===== src/rtl/chip8_ram.sv =====
// generic single write port ram with registered read
module chip8_ram #(
   parameter int WIDTH = 8,
   parameter int DEPTH = 16
) (
   input  logic                     clock,
   input  logic                     we,
   input  logic [$clog2(DEPTH)-1:0] waddr,
   input  logic [WIDTH-1:0]         wdata,
   input  logic [$clog2(DEPTH)-1:0] raddr,
   output logic [WIDTH-1:0]         rdata
);

   logic [WIDTH-1:0] mem_ff [DEPTH];

   always_ff @(posedge clock) begin
      if (we) begin
         mem_ff[waddr] <= wdata;
      end
      rdata <= mem_ff[raddr];
   end

endmodule


===== config.mk =====
export PLATFORM = sky130hd
export DESIGN_NAME = chip8_ram
export DESIGN_NICKNAME = d
export VERILOG_FILES = /design/src/rtl/chip8_ram.sv
export SDC_FILE = /design/constraint.sdc
export NUM_CORES = 1
export LEC_CHECK = 0
export ABC_AREA = 1
export BUFFER_PORTS_ARGS = -buffer_cell sky130_fd_sc_hd__buf_2
export CORE_ASPECT_RATIO = 1.1
export CORE_MARGIN = 1.5
export CORE_UTILIZATION = 40
export DETAILED_ROUTE_END_ITERATION = 7
export PLACE_DENSITY = 0.58
export SLEW_MARGIN = 0
export SYNTH_ARGS = -nofsm -noshare
export SYNTH_HDL_FRONTEND = slang
export SYNTH_SLANG_ARGS = --single-unit

===== constraint.sdc =====
create_clock -name clock -period 1.7 [get_ports clock]
set_clock_uncertainty 0.15 [all_clocks]
set_input_delay 0.17 -clock clock [delete_from_list [all_inputs] [get_ports clock]]
set_output_delay 0.17 -clock clock [all_outputs]
set_load 0.005 [all_outputs]

# ---- Word level (Yosys, flattened, before mapping)
# Memory sizes are Yosys's and may differ from the RTL's. A register that Yosys moved wholly into a read port is not among the register bits.
# Cells that the tools add are included.
dict set report word_totals {
  register_bits 0
  mem_bits_rw 128
  in_bits 18
  out_inout_bits 8
  elab_cells 3
  mem_count 1
}
# memory words width rd rd_ports_with_merged_regs write_ports line
set memory_table {}
lappend memory_table {mem_ff 16 8 1 1 1 14} ;# logic [WIDTH-1:0] mem_ff [DEPTH];
dict set report op_classes {
  mux 2
}
# cell n
set op_table {}
lappend op_table {{1-bit two-way mux} 2}

# ---- Depth between registers and ports, before layout
dict set report depth {
  word_depth 2
  depth_mapped 8
}

# ---- Worst setup path before layout
# No wires, ideal clock.
dict set report synth_timing {
  kind {input to register}
  start {in waddr[2]}
  end {mem mem_ff[10][0] (enable)}
  setup_ns 0.370
  t_arrival_ns 0.751
  t_required_ns 1.180
  path_slack_ns 0.429
  cell_stages 2
  cell_sequence {nand3b_1 -> nor2_1}
}
# element line
set synth_rtl {}
lappend synth_rtl {{from (decl)} 8} ;# input logic [$clog2(DEPTH)-1:0] waddr,
lappend synth_rtl {{to (decl)} 14}
# Straight into the memory's write port.

==> results.tsv <==
metric	value	unit
root buffer cell	clkbuf_16	
multi-input logic area	0.00121	sq mm
Reg2Reg Depth	7	
starting DRC count in detailed routing	364	
slew margin rel.	76.0	%
clock-pin slew on the worst setup and hold paths	0.06	ns
Worst setup EP type	flop	
initial antenna violation count	0	
RSZ-0062 raised after global routing	no	
CP peak stage delay	0.54	ns
Cells after DPL	765	
Worst Path Required	1.85	ns
Seq/Total Area, Yosys	69.4	%
Mapped Avg Cell Area	10.5	sq um
Vias	3815	
Rows	45	
post-route minimum period	1.58	ns
via count of the first global-routing pass	3620	
Yosys top cell by area	edfxtp_1	
stages on the worst setup path	7	
distinct cell type count after synthesis	12	
top-area cell type share of the netlist area	66.7	%
FF+latch area	0.00400	sq mm
via-per-instance ratio	4.77	
Num CTS Buffers	17	
nets@finish	616	
Setup Buffers After CTS	0	
post-route setup TNS	0	ns
I/O Pins	26	
status	finished clean	
clock tree sinks	136	
top post-synthesis cells by area	edfxtp_1 67%, nand2_1 11%, nand3_1 8.4%	
number of fill cells	1291	
Core ar.	0.0140	sq mm
mux share of post-synthesis cell area	0	%
final hold vios	0	
Starting Density	41.3	%
dpl hpwl	7730	um
Setup crit end	rdata[7]	
Setup CP Type	reg2reg	
main combinational cell family by area after synthesis	simple AND/OR/NAND/NOR gates	
cts hold-fix bufs	2	
max-cap violations	0	
H-tree Lvls	4	
register-to-register setup slack	0.12	ns
wire per inst	15.6	um
Post-CTS Resized	0	
DRC viols	0	
Max FO, Critical Path	1	
Synth Area in Adders	0	%
most frequent cells in the layout	173 x nand2_1, 128 x edfxtp_1, 100 x inv_1	
Worst-Skew Late Latency	0.41	ns
Synth warnings	0	
CP dominant cell by count	nand3_1	
Slew Viols, Final	0	
Non-Filler Instances	799	
mapped cell area	0.00577	sq mm
most common cell after layout, fill and taps aside	nand2_1	
HP Class	in2reg	
worst path cell trace	inv_1, nand2_1, nand3_1, nand3_1, nand3_1, dlygate4sd3_1, nand2_1	
largest delay contributor family on the critical path	buffers and inverters	
die area	0.0151	sq mm
remaining global-route overflow	0	
Final ANT Viol Nets	0	
measured slew at the worst slew-check pin	0.360	ns
Layout Area Growth over Synthesis	17.7	%
TritonCTS clock tree	built	
Net Count, Synth	569	
DIE HEIGHT	129	um
crit path DAT	1.73	ns
crit path buf inv count	2	
antenna cells	0	
Clock Path Buffers	2	
FF-to-FF Start	mem_ff[9][7]	
xor/xnor share of the synthesized area	0	%
Die X	117	um
FF-to-FF End	rdata[7]	
Max Fclk	0.632	GHz
cell count after synthesis	551	
worst setup path start	mem_ff[9][7]	
first-pass GRT wire length	19600	um
pwr dens	1150	mW/mm^2
routed wire length	12500	um
CP max stage cell	dlygate4sd3_1	
post-synthesis simple-gate area fraction	21.0	%
drt first pass iters	5	
Max IR drop VDD	0.594	mV
total chip power	7.79	mW
layout cells sized above 1	12.4	%
Leak Pwr	2.95	nW
Seq cells post-synth	136	
count of final setup violators	0	
pin count of the biggest net entering global routing	65	
Buffers on Ports	25	
Compound-Gate Fraction of Synth Area	0	%
Overall Global Routing Usage	17.5	%
gpl congestion	0.809	
Final Cycle Share	93.0	%
critical path launch point type	flop	
## where the power goes
part	internal [mW]	total, mW	switching, mW
clock network	2.26	3.55	1.29
logic	0.152	0.464	0.312
registers	3.75	3.77	0.0209
total	6.16	7.79	1.62
## synth_stat cells (all sizes together)
master	n
nand3b	2
edfxtp	128
nand3	97
dfxtp	8
inv	102
nor2	17
buf	24
nand2	173
## through the flow
| stage | util [%] | setup WS (ns) | hold WS (ns) | cell area (sq um) |
|---|---|---|---|---|
| final | 48.6 | 0.119 | 0.00799 | 6790 |
| after global routing | 48.6 | 0.0379 | 0.0157 | 6790 |
| after CTS | 48.6 | 0.120 | 0.00745 | 6790 |
| after detailed placement | 44.4 | 0.227 | 0.401 | 6200 |
| after global placement | 44.4 | 0.242 | 0.400 | 6200 |
| after floorplan | - | 0.429 | 0.119 | 5770 |
## how the worst min path moves through the flow
stage	to	from	slack, ns	depth (start not counted)
global route	mem_ff[5][1]	wdata[1]	0.02	1
global placement	rdata[7]	rdata[7]	0.40	1
finish	mem_ff[5][1]	wdata[1]	0.008	1
CTS	mem_ff[5][1]	wdata[1]	0.007	1
detailed placement	rdata[0]	rdata[0]	0.40	1
floorplan	mem_ff[0][0]	wdata[0]	0.12	0
## sequential cells by signal (all words and copies together) (netlist names)
name and cells:
mem_ff 128, rdata 8
## cell type report
class | instances | share of cell area, %
clock buffer | 19 | 6.38
tap | 188 | 3.47
multi-input combinational | 289 | 17.9
sequential | 136 | 59.0
inverter | 102 | 5.64
timing repair buffer | 52 | 5.64
clock inverter | 13 | 1.99
## kinds of logic (layout without fill, tap and decap cells)
logic type    count (synthesis)  after routing
buf+inv                     126            186
simple gates                289            289
flops                       136            136
## layer usage
| layer | part of all wire [%] | vias up | track usage, % |
|---|---|---|---|
| met5 | 0 | - | 0 |
| met4 | 2.0 | 0 | 7.39 |
| met3 | 4.6 | 22 | 4.17 |
| met2 | 50 | 107 | 29.3 |
| met1 | 44 | 1820 | 22.2 |
| li1 | - | 1866 | - |
## worst register-to-register path, stage by stage, from the launching register on
cell	delay (ns)
edfxtp_1	0.35
inv_1	0.06
nand2_1	0.04
nand3_1	0.10
nand3_1	0.11
nand3_1	0.08
dlygate4sd3_1	0.54
nand2_1	0.04
Power figures use the tool's default switching activity.
